--- config.mk ---
export PLATFORM = sky130hd
export DESIGN_NAME = multiplexed_seven_segment_mode_display_flat
export DESIGN_NICKNAME = d
export VERILOG_FILES = /design/src/hdl/mssd_pkg.sv /design/src/hdl/mssd_in_if.sv /design/src/hdl/mssd_out_if.sv /design/src/hdl/mssd_regs.sv /design/src/hdl/mssd_prep.sv /design/src/hdl/mssd_core.sv /design/src/hdl/multiplexed_seven_segment_mode_display.sv /design/src/flat_wrapper.sv
export SDC_FILE = /design/constraint.sdc
export NUM_CORES = 2
export LEC_CHECK = 0
export BUFFER_PORTS_ARGS = -buffer_cell sky130_fd_sc_hd__buf_2
export CAP_MARGIN = 20
export CORE_ASPECT_RATIO = 0.75
export CORE_MARGIN = 2
export CORE_UTILIZATION = 42
export DETAILED_ROUTE_END_ITERATION = 10
export HOLD_SLACK_MARGIN = 0.08
export PLACE_DENSITY = 0.65
export SYNTH_ARGS = -nofsm -noshare
export SYNTH_HDL_FRONTEND = slang
export SYNTH_SLANG_ARGS = --single-unit
export TNS_END_PERCENT = 100
--- constraint.sdc ---
create_clock -name clk -period 21.3 [get_ports clk]
set_input_delay 2.13 -clock clk [delete_from_list [all_inputs] [get_ports clk]]
set_output_delay 2.13 -clock clk [all_outputs]
set_load 0.02 [all_outputs]
--- src/hdl/mssd_pkg.sv ---
// shared types, codes and digit helpers for the seven-segment mode display
package mssd_pkg;

  localparam int AddrWidth = 5;

  localparam logic [2:0] MODE_RAMP  = 3'd1;
  localparam logic [2:0] MODE_FIXED = 3'd2;
  localparam logic [2:0] MODE_VOLT  = 3'd3;
  localparam logic [2:0] MODE_TIME  = 3'd4;

  localparam logic [2:0] REG_RAMP_STEP     = 3'd0;
  localparam logic [2:0] REG_RAMP_TOP      = 3'd1;
  localparam logic [2:0] REG_RAMP_INTERVAL = 3'd2;
  localparam logic [2:0] REG_SCAN_FAST     = 3'd3;
  localparam logic [2:0] REG_SCAN_SLOW     = 3'd4;

  localparam logic [11:0] MvScale    = 12'd3300;
  localparam logic [11:0] Recip10    = 12'd3277;
  localparam logic [11:0] Recip100   = 12'd1311;
  localparam logic [13:0] Recip1000  = 14'd8389;
  localparam logic [7:0]  Recip10Lo  = 8'd205;
  localparam logic [3:0]  Ten        = 4'd10;

  typedef logic [3:0] digit_t;
  typedef digit_t [3:0] digits_t;

  typedef struct packed {
    logic [5:0]  ramp_step;
    logic [11:0] ramp_top;
    logic [9:0]  ramp_interval;
    logic [15:0] scan_hold_fast;
    logic [15:0] scan_hold_slow;
  } cfg_t;

  typedef struct packed {
    logic        button_level;
    logic [11:0] millivolts;
    digits_t     clock_digits;
  } prep_t;

  // four decimal digits of a value below 4096, by reciprocal multiplication
  function automatic digits_t dec_digits(input logic [11:0] v);
    logic [23:0] p1;
    logic [23:0] p2;
    logic [25:0] p3;
    logic [16:0] p11;
    logic [13:0] p21;
    logic [8:0]  q1;
    logic [6:0]  q2;
    logic [2:0]  q3;
    logic [5:0]  q11;
    logic [2:0]  q21;
    logic [11:0] r0;
    logic [8:0]  r1;
    logic [6:0]  r2;
    digits_t     d;
    p1  = 24'(v) * 24'(Recip10);
    q1  = p1[23:15];
    p2  = 24'(v) * 24'(Recip100);
    q2  = p2[23:17];
    p3  = 26'(v) * 26'(Recip1000);
    q3  = p3[25:23];
    p11 = 17'(q1) * 17'(Recip10Lo);
    q11 = p11[16:11];
    p21 = 14'(q2) * 14'(Recip10Lo);
    q21 = p21[13:11];
    r0  = v - 12'(q1) * 12'(Ten);
    r1  = q1 - 9'(q11) * 9'(Ten);
    r2  = q2 - 7'(q21) * 7'(Ten);
    d[0] = r0[3:0];
    d[1] = r1[3:0];
    d[2] = r2[3:0];
    d[3] = {1'b0, q3};
    return d;
  endfunction

  // segment levels, a in bit 6 down to g in bit 0
  function automatic logic [6:0] seg_pattern(input digit_t d);
    logic [6:0] s;
    unique case (d)
      4'd0: s = 7'h7e;
      4'd1: s = 7'h30;
      4'd2: s = 7'h6d;
      4'd3: s = 7'h79;
      4'd4: s = 7'h33;
      4'd5: s = 7'h5b;
      4'd6: s = 7'h1f;
      4'd7: s = 7'h70;
      4'd8: s = 7'h7f;
      4'd9: s = 7'h73;
      default: s = 7'h00;
    endcase
    return s;
  endfunction

endpackage

--- src/hdl/mssd_in_if.sv ---
// input channel: one tick with button, adc sample and clock time
interface mssd_in_if;
  logic        valid;
  logic        ready;
  logic        button_level;
  logic [11:0] adc_sample;
  logic [4:0]  hour;
  logic [5:0]  minute;

  modport source (output valid, output button_level, output adc_sample, output hour,
                  output minute, input ready);
  modport sink (input valid, input button_level, input adc_sample, input hour,
                input minute, output ready);
endinterface

--- src/hdl/mssd_out_if.sv ---
// output channel: display drive, pwm compare and mode after each tick
interface mssd_out_if;
  logic        valid;
  logic        ready;
  logic [3:0]  digit_select;
  logic [6:0]  segments;
  logic [11:0] pwm_compare;
  logic [2:0]  display_mode;

  modport source (output valid, output digit_select, output segments, output pwm_compare,
                  output display_mode, input ready);
  modport sink (input valid, input digit_select, input segments, input pwm_compare,
                input display_mode, output ready);
endinterface

--- src/hdl/mssd_regs.sv ---
// apb configuration registers
module mssd_regs (
  input  logic                           clk,
  input  logic                           rst,
  input  logic                           psel,
  input  logic                           penable,
  input  logic                           pwrite,
  input  logic [mssd_pkg::AddrWidth-1:0] paddr,
  input  logic [31:0]                    pwdata,
  output logic [31:0]                    prdata,
  output logic                           pready,
  output mssd_pkg::cfg_t                 cfg
);
  import mssd_pkg::*;

  logic       wr;
  logic [2:0] idx;

  assign pready = 1'b1;
  assign wr     = psel && penable && pwrite;
  assign idx    = paddr[AddrWidth-1:2];

  always_ff @(posedge clk) begin
    if (rst) begin
      cfg.ramp_step      <= 6'd5;
      cfg.ramp_top       <= 12'd1000;
      cfg.ramp_interval  <= 10'd24;
      cfg.scan_hold_fast <= 16'd1;
      cfg.scan_hold_slow <= 16'd1000;
    end else if (wr) begin
      unique case (idx)
        REG_RAMP_STEP:     cfg.ramp_step      <= pwdata[5:0];
        REG_RAMP_TOP:      cfg.ramp_top       <= pwdata[11:0];
        REG_RAMP_INTERVAL: cfg.ramp_interval  <= pwdata[9:0];
        REG_SCAN_FAST:     cfg.scan_hold_fast <= pwdata[15:0];
        REG_SCAN_SLOW:     cfg.scan_hold_slow <= pwdata[15:0];
        default: ;
      endcase
    end
  end

  always_comb begin
    unique case (idx)
      REG_RAMP_STEP:     prdata = 32'(cfg.ramp_step);
      REG_RAMP_TOP:      prdata = 32'(cfg.ramp_top);
      REG_RAMP_INTERVAL: prdata = 32'(cfg.ramp_interval);
      REG_SCAN_FAST:     prdata = 32'(cfg.scan_hold_fast);
      REG_SCAN_SLOW:     prdata = 32'(cfg.scan_hold_slow);
      default:           prdata = 32'd0;
    endcase
  end

endmodule

--- src/hdl/mssd_prep.sv ---
// input register stage: millivolt scaling and clock digit split
module mssd_prep (
  input  logic            clk,
  input  logic            rst,
  mssd_in_if.sink         in_item,
  input  logic            out_free,
  output logic            stage_valid,
  output mssd_pkg::prep_t stage
);
  import mssd_pkg::*;

  logic        take;
  logic [23:0] mv_prod;
  digits_t     hour_dig;
  digits_t     min_dig;
  prep_t       stage_next;

  assign in_item.ready = !stage_valid || out_free;
  assign take          = in_item.valid && in_item.ready;

  always_comb begin
    mv_prod  = 24'(in_item.adc_sample) * 24'(MvScale);
    hour_dig = dec_digits(12'(in_item.hour));
    min_dig  = dec_digits(12'(in_item.minute));
    stage_next.button_level    = in_item.button_level;
    stage_next.millivolts      = mv_prod[23:12];
    stage_next.clock_digits[0] = min_dig[0];
    stage_next.clock_digits[1] = min_dig[1];
    stage_next.clock_digits[2] = hour_dig[0];
    stage_next.clock_digits[3] = hour_dig[1];
  end

  always_ff @(posedge clk) begin
    if (rst) begin
      stage_valid <= 1'b0;
    end else if (in_item.ready) begin
      stage_valid <= in_item.valid;
    end
  end

  always_ff @(posedge clk) begin
    if (take) begin
      stage <= stage_next;
    end
  end

endmodule

--- src/hdl/mssd_core.sv ---
// tick state update: timers, button, pwm ramp, digit scan and result register
module mssd_core (
  input  logic            clk,
  input  logic            rst,
  input  mssd_pkg::cfg_t  cfg,
  input  logic            stage_valid,
  input  mssd_pkg::prep_t stage,
  output logic            out_free,
  mssd_out_if.source      out_item
);
  import mssd_pkg::*;

  logic        take;
  logic        out_valid;
  logic [2:0]  mode;
  logic        key_held;
  logic [15:0] scan_timer;
  logic [1:0]  digit_index;
  logic [9:0]  ramp_timer;
  logic [11:0] ramp_count;
  logic        ramp_rising;
  logic [3:0]  select_latch;
  logic [6:0]  segment_latch;

  logic [2:0]  mode_next;
  logic        key_held_next;
  logic [15:0] scan_timer_next;
  logic [1:0]  digit_index_next;
  logic [9:0]  ramp_timer_next;
  logic [11:0] ramp_count_next;
  logic        ramp_rising_next;
  logic [3:0]  select_latch_next;
  logic [6:0]  segment_latch_next;

  logic [15:0] scan_dec;
  logic [9:0]  ramp_dec;
  logic [12:0] ramp_sum;
  digits_t     ramp_dig;
  digits_t     mv_dig;
  digit_t      shown;

  assign out_free = !out_valid || out_item.ready;
  assign take     = stage_valid && out_free;

  always_comb begin
    scan_dec = (scan_timer != 16'd0) ? scan_timer - 16'd1 : 16'd0;
    ramp_dec = (ramp_timer != 10'd0) ? ramp_timer - 10'd1 : 10'd0;

    // press then release advances the mode
    mode_next     = mode;
    key_held_next = key_held;
    if (!key_held) begin
      if (!stage.button_level) begin
        key_held_next = 1'b1;
      end
    end else if (stage.button_level) begin
      mode_next     = (mode >= MODE_TIME) ? MODE_RAMP : mode + 3'd1;
      key_held_next = 1'b0;
    end

    // triangle ramp
    ramp_sum         = {1'b0, ramp_count} + 13'(cfg.ramp_step);
    ramp_timer_next  = ramp_dec;
    ramp_count_next  = ramp_count;
    ramp_rising_next = ramp_rising;
    if (ramp_dec == 10'd0) begin
      ramp_timer_next = cfg.ramp_interval;
      if (ramp_rising) begin
        ramp_rising_next = !(ramp_count >= cfg.ramp_top);
        if (ramp_count > cfg.ramp_top) begin
          ramp_count_next = 12'd0;
        end else begin
          ramp_count_next = ramp_sum[12] ? 12'hfff : ramp_sum[11:0];
        end
      end else begin
        ramp_rising_next = (ramp_count == 12'd0);
        ramp_count_next  = (ramp_count > 12'(cfg.ramp_step)) ?
                           ramp_count - 12'(cfg.ramp_step) : 12'd0;
      end
    end

    // digit scan
    ramp_dig = dec_digits(ramp_count_next);
    mv_dig   = dec_digits(stage.millivolts);
    unique case (mode_next)
      MODE_FIXED: shown = 4'(digit_index);
      MODE_VOLT:  shown = mv_dig[digit_index];
      MODE_TIME:  shown = stage.clock_digits[digit_index];
      default:    shown = ramp_dig[digit_index];
    endcase

    scan_timer_next    = scan_dec;
    digit_index_next   = digit_index;
    select_latch_next  = select_latch;
    segment_latch_next = segment_latch;
    if (scan_dec == 16'd0) begin
      scan_timer_next    = (mode_next == MODE_FIXED) ? cfg.scan_hold_slow
                                                     : cfg.scan_hold_fast;
      segment_latch_next = seg_pattern(shown);
      select_latch_next  = ~(4'd1 << digit_index);
      digit_index_next   = digit_index + 2'd1;
    end
  end

  always_ff @(posedge clk) begin
    if (rst) begin
      out_valid     <= 1'b0;
      mode          <= MODE_RAMP;
      key_held      <= 1'b0;
      scan_timer    <= 16'd0;
      digit_index   <= 2'd0;
      ramp_timer    <= 10'd0;
      ramp_count    <= 12'd0;
      ramp_rising   <= 1'b1;
      select_latch  <= 4'd0;
      segment_latch <= 7'd0;
    end else begin
      if (take) begin
        out_valid <= 1'b1;
      end else if (out_item.ready) begin
        out_valid <= 1'b0;
      end
      if (take) begin
        mode          <= mode_next;
        key_held      <= key_held_next;
        scan_timer    <= scan_timer_next;
        digit_index   <= digit_index_next;
        ramp_timer    <= ramp_timer_next;
        ramp_count    <= ramp_count_next;
        ramp_rising   <= ramp_rising_next;
        select_latch  <= select_latch_next;
        segment_latch <= segment_latch_next;
      end
    end
  end

  assign out_item.valid        = out_valid;
  assign out_item.digit_select = select_latch;
  assign out_item.segments     = segment_latch;
  assign out_item.pwm_compare  = ramp_count;
  assign out_item.display_mode = mode;

endmodule

--- src/hdl/multiplexed_seven_segment_mode_display.sv ---
// top level of the multiplexed seven-segment mode display
// Takes one tick transaction per clock cycle while the output side is ready and returns
// one result transaction per tick from the second register stage: the first
// register stage scales the adc sample to millivolts with a 12 x 12 multiplier and
// splits hour and minute into digits, the second stage updates the timers, button
// phase, pwm ramp and digit scan and holds the result. A stalled result keeps its
// value while one more transaction can still enter the first stage. Configuration
// registers sit on the apb port at byte address 4 * index and should be written
// only while no transaction is in flight.
module multiplexed_seven_segment_mode_display (
  input  logic                           clk,
  input  logic                           rst,
  input  logic                           psel,
  input  logic                           penable,
  input  logic                           pwrite,
  input  logic [mssd_pkg::AddrWidth-1:0] paddr,
  input  logic [31:0]                    pwdata,
  output logic [31:0]                    prdata,
  output logic                           pready,
  mssd_in_if.sink                        in_item,
  mssd_out_if.source                     out_item
);
  import mssd_pkg::*;

  cfg_t  cfg;
  prep_t stage;
  logic  stage_valid;
  logic  out_free;

  mssd_regs u_regs (
    .clk     (clk),
    .rst     (rst),
    .psel    (psel),
    .penable (penable),
    .pwrite  (pwrite),
    .paddr   (paddr),
    .pwdata  (pwdata),
    .prdata  (prdata),
    .pready  (pready),
    .cfg     (cfg)
  );

  mssd_prep u_prep (
    .clk         (clk),
    .rst         (rst),
    .in_item     (in_item),
    .out_free    (out_free),
    .stage_valid (stage_valid),
    .stage       (stage)
  );

  mssd_core u_core (
    .clk         (clk),
    .rst         (rst),
    .cfg         (cfg),
    .stage_valid (stage_valid),
    .stage       (stage),
    .out_free    (out_free),
    .out_item    (out_item)
  );

  a_mode_range: assert property (@(posedge clk) disable iff (rst)
    out_item.valid |-> (out_item.display_mode == MODE_RAMP ||
                        out_item.display_mode == MODE_FIXED ||
                        out_item.display_mode == MODE_VOLT ||
                        out_item.display_mode == MODE_TIME))
    else $error("display mode out of range");

  a_one_digit: assert property (@(posedge clk) disable iff (rst)
    out_item.valid |-> (out_item.digit_select == 4'h0 || $onehot(~out_item.digit_select)))
    else $error("more than one digit selected");

  a_mode_step: assert property (@(posedge clk) disable iff (rst)
    (!$past(rst) && out_item.display_mode != $past(out_item.display_mode)) |->
      (out_item.display_mode == $past(out_item.display_mode) + 3'd1 ||
       ($past(out_item.display_mode) == MODE_TIME && out_item.display_mode == MODE_RAMP)))
    else $error("display mode skipped a step");

endmodule
--- src/flat_wrapper.sv ---
// flat-port wrapper written by rule: the top's interface ports become plain ports
module multiplexed_seven_segment_mode_display_flat import mssd_pkg::*;
  (clk, rst, psel, penable, pwrite, paddr, pwdata, prdata, pready, in_item_valid, in_item_button_level, in_item_adc_sample, in_item_hour, in_item_minute, in_item_ready, out_item_valid, out_item_digit_select, out_item_segments, out_item_pwm_compare, out_item_display_mode, out_item_ready);
  mssd_in_if in_item_i ();
  mssd_out_if out_item_i ();
  input  logic clk;
  input  logic rst;
  input  logic psel;
  input  logic penable;
  input  logic pwrite;
  input  logic [mssd_pkg::AddrWidth-1:0] paddr;
  input  logic [31:0] pwdata;
  output logic [31:0] prdata;
  output logic pready;
  input wire logic [$bits(in_item_i.valid)-1:0] in_item_valid;
  input wire logic [$bits(in_item_i.button_level)-1:0] in_item_button_level;
  input wire logic [$bits(in_item_i.adc_sample)-1:0] in_item_adc_sample;
  input wire logic [$bits(in_item_i.hour)-1:0] in_item_hour;
  input wire logic [$bits(in_item_i.minute)-1:0] in_item_minute;
  output wire logic [$bits(in_item_i.ready)-1:0] in_item_ready;
  output wire logic [$bits(out_item_i.valid)-1:0] out_item_valid;
  output wire logic [$bits(out_item_i.digit_select)-1:0] out_item_digit_select;
  output wire logic [$bits(out_item_i.segments)-1:0] out_item_segments;
  output wire logic [$bits(out_item_i.pwm_compare)-1:0] out_item_pwm_compare;
  output wire logic [$bits(out_item_i.display_mode)-1:0] out_item_display_mode;
  input wire logic [$bits(out_item_i.ready)-1:0] out_item_ready;
  assign in_item_i.valid = in_item_valid;
  assign in_item_i.button_level = in_item_button_level;
  assign in_item_i.adc_sample = in_item_adc_sample;
  assign in_item_i.hour = in_item_hour;
  assign in_item_i.minute = in_item_minute;
  assign in_item_ready = in_item_i.ready;
  assign out_item_valid = out_item_i.valid;
  assign out_item_digit_select = out_item_i.digit_select;
  assign out_item_segments = out_item_i.segments;
  assign out_item_pwm_compare = out_item_i.pwm_compare;
  assign out_item_display_mode = out_item_i.display_mode;
  assign out_item_i.ready = out_item_ready;
  multiplexed_seven_segment_mode_display u_core (.clk(clk), .rst(rst), .psel(psel), .penable(penable), .pwrite(pwrite), .paddr(paddr), .pwdata(pwdata), .prdata(prdata), .pready(pready), .in_item(in_item_i), .out_item(out_item_i));
endmodule
Word level (Yosys, flattened, before mapping)

Memories as Yosys holds them, arrays and structs flattened. A register that Yosys moved wholly into a read port is not among the register bits.
Index checks and enable logic that the tools add are counted.

Logic and storage cells: 119
Register bits after elaboration: 137
Bits in latches: 0
Memory bits (read-only): 112
Memory bits (writable): 0
Memories: 1

Div/mod/pow operators: 0
Bitwise gates (word level): 1
Shift operators: 1
Order comparisons: 5
Equal/unequal tests: 7
Reductions and logical operators: 23
Add/subtract/negate cells: 14
Multipliers: 21
Mux-type cells: 25

Memory list:

| name            | words | width | read ports | clocked after memory_dff | wr ports | line           | RTL |
|---|---|---|---|---|---|---|---|
| (no name shown) | 16    | 7     | 1          | 1                        | 0        | mssd_pkg.sv:80 | `unique case (d)` |

Operators with widths:

| kind                                                                   | number |
|---|---|
| 16-bit one-hot mux with 5 select lines                                 | 1 |
| 12-bit 2-to-1 mux                                                      | 5 |
| 12-bit by 14-bit multiplier with 26-bit output (second input constant) | 2 |
| 12-bit by 12-bit multiplier with 24-bit output (second input constant) | 2 |
| 16-bit 2-to-1 mux                                                      | 3 |
| 12-bit by 11-bit multiplier with 23-bit output (second input constant) | 2 |
| 9-bit by 8-bit multiplier with 17-bit output (second input constant)   | 2 |
| 4-bit subtractor                                                       | 8 |
| 6-bit by 8-bit multiplier with 14-bit output (second input constant)   | 2 |
| 4-bit binary-select mux with 2-bit select                              | 3 |
| 12-bit by 10-bit multiplier with 22-bit output (second input constant) | 1 |
| 10-bit 2-to-1 mux                                                      | 2 |
| 6-bit by 12-bit multiplier with 18-bit output (second input constant)  | 1 |
| 9-bit by 3-bit multiplier with 3-bit output (second input constant)    | 2 |
| 5-bit by 12-bit multiplier with 17-bit output (second input constant)  | 1 |
| 16-bit logical NOT                                                     | 1 |
| 16-bit nonzero test                                                    | 1 |
| 16-bit by 1-bit subtractor with 16-bit output (second input constant)  | 1 |
| 2-bit AND reduction                                                    | 7 |
| 12-bit by 6-bit adder with 13-bit output                               | 1 |
| 3-bit by 2-bit == test with 1-bit output (second input constant)       | 4 |
| 12-bit >= comparator                                                   | 1 |
| 12-bit > comparator                                                    | 1 |
| 12-bit by 6-bit > comparator with 1-bit output                         | 1 |
| other kinds (25)                                                       | 42 |

Depth between registers and ports, before layout

Depth after elaboration: 12
Mapped depth: 62

Modules after synthesis

From an unflattened synthesis, not the netlist that was laid out.

Cell total of the unflattened synthesis: 3,033
Area, all modules: 28,249.6 um^2

By module, submodules not included:

| module    | times used | cells an instance | seq. area each (um^2) | area an instance (um^2) |
|---|---|---|---|---|
| mssd_core | 1          | 2,326             | 1,141.1               | 20,917.6 |
| mssd_prep | 1          | 393               | 800.8                 | 4,297.9 |
| mssd_regs | 1          | 314               | 1,201.2               | 3,034.2 |

Worst setup path after synthesis

No wires, ideal clock.

Kind: reg-to-reg
Start point: register u_core.u_core.ramp_count[4], in the netlist u_core.u_core.out_item.pwm_compare[4]
End point: register u_core.u_core.segment_latch[2], in the netlist u_core.u_core.out_item.segments[2]
Stages on the path, launching flop included: 53
Arrival time: 12.926 ns
Path slack: 8.254 ns
Clock period less this slack: 13.046 ns
Buffers on the path: 2
Cells stage by stage: dfxtp_1 > ha_1 > clkbuf_1 > nand2b_1 > a311oi_1 > a31o_2 > nand4_1 > o211ai_1 > fa_1 > ha_1 > inv_1 > fa_1 > inv_1 > fa_1 > inv_1 > fa_1 > inv_1 > ha_1 > [... 17 more ...] > nand3_1 > and4bb_1 > a221oi_2 > a21oi_1 > or2_2 > a21oi_1 > xor2_1 > fa_1 > xnor2_1 > nor3b_1 > nor4_1 > nand4_1 > nor2_1 > or4b_1 > a31o_1 > buf_6 > nor4b_1 > a211o_1

Word-level cells in the longest chain between the ends: 12

RTL lines:

| what                                                                                                                    | line                           | RTL |
|---|---|---|
| start, declared                                                                                                         | mssd_core.sv:20                | `logic [11:0] ramp_count;` |
| start signal, assigned                                                                                                  | mssd_core.sv:129               | `ramp_count <= ramp_count_next;` |
| 12-bit by 6-bit adder with 13-bit output                                                                                | mssd_core.sv:62                | `ramp_sum = {1'b0, ramp_count} + 13'(cfg.ramp_step);` |
| 12-bit 2-to-1 mux                                                                                                       | mssd_core.sv:73                | `ramp_count_next = ramp_sum[12] ? 12'hfff : ramp_sum[11:0];` |
| 12-bit 2-to-1 mux                                                                                                       | mssd_core.sv:70                | `if (ramp_count > cfg.ramp_top) begin` |
| 12-bit 2-to-1 mux *                                                                                                     | mssd_core.sv:68                | `if (ramp_rising) begin` |
| 12-bit 2-to-1 mux *                                                                                                     | mssd_core.sv:66                | `if (ramp_dec == 10'd0) begin` |
| via u_core.u_core.ramp_count_next[10]                                                                                   | mssd_core.sv:30                | `logic [11:0] ramp_count_next;` |
| 12-bit by 12-bit multiplier with 24-bit output / 12-bit by 11-bit multiplier with 23-bit output (equally long branches) | mssd_pkg.sv:57, mssd_pkg.sv:59 |  |
| 9-bit by 8-bit multiplier with 17-bit output / 6-bit by 8-bit multiplier with 14-bit output (equally long branches)     | mssd_pkg.sv:63, mssd_pkg.sv:65 |  |
| 6-bit by 3-bit multiplier with 3-bit output / 3-bit by 3-bit multiplier with 3-bit output (equally long branches)       | mssd_pkg.sv:68, mssd_pkg.sv:69 |  |
| 4-bit subtractor, on equally long branches                                                                              | mssd_pkg.sv:68, mssd_pkg.sv:69 |  |
| 4-bit binary-select mux with 2-bit select *                                                                             | mssd_core.sv:89                | `default: shown = ramp_dig[digit_index];` |
| 4-bit 2-to-1 mux (not written as such) *                                                                                | mssd_core.sv:89                |  |
| 4-bit one-hot mux with 3 select lines *                                                                                 | mssd_core.sv:85                | `unique case (mode_next)` |
| end, declared                                                                                                           | mssd_core.sv:23                | `logic [6:0] segment_latch;` |

The timed path passes the listed nets; every way through them passes the cells marked *. The select of a mux whose other input is x is not followed.
A chain may end at the register's enable or synchronous reset.

Final worst setup path

Start point: register u_core.u_core.ramp_count[0], in the netlist u_core.u_core.out_item.pwm_compare[0]
End point: register u_core.u_core.segment_latch[6], in the netlist u_core.u_core.out_item.segments[6]

The elaborated chain is that of the path after synthesis.

==> metrics <==
starting density of the core=0.4230; via count=20346; count of yosys warnings during synthesis=0; core area=64860 um2; async set-reset flop share out of synthesis=0; Die Width=299.1 um; crit path time final=15620 ps; Worst Tran Pin Value=1043 ps; Longest Clk Path Bufs=2; cell mode on critical path=fa_1; filler instances=between 6000 and 7000; RSZ-0062 raised after global routing=false; worst skew pair latency=440 ps; DRT Pass-1 Iters=5; CTS tree=yes; cts bufs inserted=17; global route overflow=0; ys flop type=dfxtp_1; slowest CP cell=a2111oi_2; Post-route DRC=0; period utilization=0.7333; post-route ant nets=0; crit path capture=u_core.u_core.out_item.segments[6]$_SDFFE_PP0P_; Final Hold Fails=0; Syn Area/Cell=9.115 um2; Max Slew Vio Count=0; initial antenna violation count=5; critical path capture point type=register; Post-synth EDFFs=26; most frequent cells in the layout=ha_1 (682), inv_1 (591), fa_1 (281); DRT Wirelength=63740 um; HP Class=reg -> reg; ranking of synthesized cells by area=ha_1 (31%), fa_1 (21%), dfxtp_1 (8.6%); setup tns final=0 ps; register area share after synthesis=0.1146; pin count of the biggest net entering global routing=87; layout overhead on the synthesized area=7.223%; clock-pin slew on the worst setup and hold paths=60 ps; Syn Std Cell Area=about 27000 um2; Root Driver=clkbuf_16; final setup fails=0; quantity of hold-fixing buffers added after cts=0; R2R Path End=u_core.u_core.out_item.segments[6]$_SDFFE_PP0P_; hpwl dp=52920 um; number of global-route vias before repair=19899; fmax=64.02 MHz; die height=225.4 um; site row count=81; status=finished, final reports clean; vias per inst=about 5.1; crit path launch=u_core.u_core.out_item.pwm_compare[0]$_SDFFE_PP0P_; I/O pins=129; routability cong.=0.8926; first-pass GRT wire length=105500 um; cell depth of the worst flop-to-flop path=55; post-CTS sizing=0; worst reg2reg setup slack=5680 ps; Buffers on Ports=93; Critical Path RT=21610 ps; slowest stage delay, CP=730 ps; layout cells sized above 1=0.06286; Synth area leader=ha_1; CP delay by family, top=adder cells; Layout Skew=between 10 and 15 ps; Worst Setup Start Kind=register; number of post-CTS setup repair buffers=0; CP arrival=15930 ps; First DRT Iteration DRCs=1345; critical path class=reg -> reg; RR Startpoint=u_core.u_core.out_item.pwm_compare[0]$_SDFFE_PP0P_; register bit total from synthesis=144; nets@finish=4104; Slew headroom=0.2956; Critical Path Stages=55; CP bufs+invs=6; total track usage=0.1937; Gate Count Post-Synth=~3000; H-tree depth=4; Distinct cells, synth=85; top fanout value on the critical path=12; max-cap viol count=0; DIE AREA=about 67000 um2; Avg WL per Cell=~16 um; Sink Count=144; Synth top area share=0.3110; commonest non-fill, non-tap cell in the layout=ha_1; antenna cells=0
metrics by stage:
| step | setup WS [ps] | cells | hold slack, ps | util | instance area, um2 |
|---|---|---|---|---|---|
| 3_3_place_gp | 5850 | 3924 | 453.9 | 0.4443 | 28820 |
| 4_1_cts | 5801 | 3956 | 471.7 | 0.4535 | 29410 |
| 2_1_floorplan | 8254 | 3025 | 444.4 | - | 27490 |
| 5_1_grt | 4657 | 3957 | 483.9 | 0.4536 | 29420 |
| 6_report | 5681 | 3957 | 472.5 | 0.4536 | 29420 |
| 3_5_place_dp | 5853 | 3924 | 462.9 | 0.4443 | 28820 |
worst min path at each step:
stage	start	to	cells after the start
finish	u_core.u_regs.cfg[18]$_SDFFE_PP0P_	u_core.u_regs.cfg[18]$_SDFFE_PP0P_	2
global route	u_core.u_regs.cfg[11]$_SDFFE_PP0P_	u_core.u_regs.cfg[11]$_SDFFE_PP0P_	2
CTS	u_core.u_regs.cfg[18]$_SDFFE_PP0P_	u_core.u_regs.cfg[18]$_SDFFE_PP0P_	2
detailed placement	u_core.u_regs.cfg[18]$_SDFFE_PP0P_	u_core.u_regs.cfg[18]$_SDFFE_PP0P_	2
global placement	u_core.u_regs.cfg[20]$_SDFFE_PP0P_	u_core.u_regs.cfg[20]$_SDFFE_PP0P_	2
floorplan	u_core.u_regs.cfg[22]$_SDFFE_PP0P_	u_core.u_regs.cfg[22]$_SDFFE_PP0P_	2
cell families (layout without fill, tap and decap cells):
logic type | Yosys count | in the layout | synth area share
mux | 63 | 63 | 0.02485
simple gates | 604 | 604 | 0.1078
compound gates | 466 | 466 | 0.1113
flops | 144 | 144 | 0.1146
fa+ha+maj | 963 | 963 | 0.5160
other cells | 2 | 17 | 0.0002737
xor+xnor | 93 | 93 | 0.03019
buf+inv | 675 | 736 | 0.09499
sequential cells by signal, summed over array words and instances, names as in the netlist:
| signal | cells |
|---|---|
| u_core.u_core.scan_timer | 16 |
| u_core.u_core.out_item.segments | 7 |
| u_core.u_prep.stage | 26 |
| u_core.u_core.out_item.pwm_compare | 12 |
| u_core.u_core.digit_index | 2 |
| u_core.u_core.out_item.digit_select | 4 |
| u_core.u_regs.cfg | 60 |
| u_core.u_core.out_item.display_mode | 3 |
| u_core.u_core.ramp_rising | 1 |
| u_core.u_core.ramp_timer | 10 |
| u_core.u_core.key_held | 1 |
| u_core.u_prep.stage_valid | 1 |
| u_core.u_core.out_item.valid | 1 |
cells in the mapped netlist, drive strengths merged, types with 12 or more instances:
cell type and number:
ha 682, inv 591, fa 281, nor2 171
nand2 166, a21oi 145, dfxtp 118, o21ai 75
xnor2 60, clkbuf 59, nor3 52, mux2i 49
nand3 34, nor2b 33, a21o 32, xor2 32
a22oi 27, edfxtp 26, buf 25, o21a 25
a211oi 23, o22ai 23, nand4 22, a211o 19
nor4 17, or2 16, and2 14, or3 14
nand2b 13, o211ai 12
area by class of cell:
cell class	instances	area [um2]	share of cell area
Clock inverter	9	95.09	0.003232
Inverter	591	2218	0.07541
Timing Repair Buffer	113	618.1	0.02101
Clock buffer	23	499.2	0.01697
Sequential cell	144	3143	0.1068
Multi-Input combinational cell	2206	21760	0.7395
Tap cell	871	1090	0.03704
worst min-delay path, delay by kind of cell, from the launching register on:
family / cells / cell delay (ps)
compound gates: 1 / 50
simple gates: 1 / 50
flops: 1 / 320
layer usage:
layer  share of wire  wire length [um]  GRT usage  up-vias
li1                -                 -          -    10250
met1            0.54             34220     0.3087     9626
met2            0.40             25590     0.2776      430
met3           0.055              3519    0.03075       34
met4          0.0059               374    0.02194        6
met5         0.00064                41          0        -
Power is not shown: default switching activity piles up to over one toggle a cycle in this logic, so the estimate is an artifact.
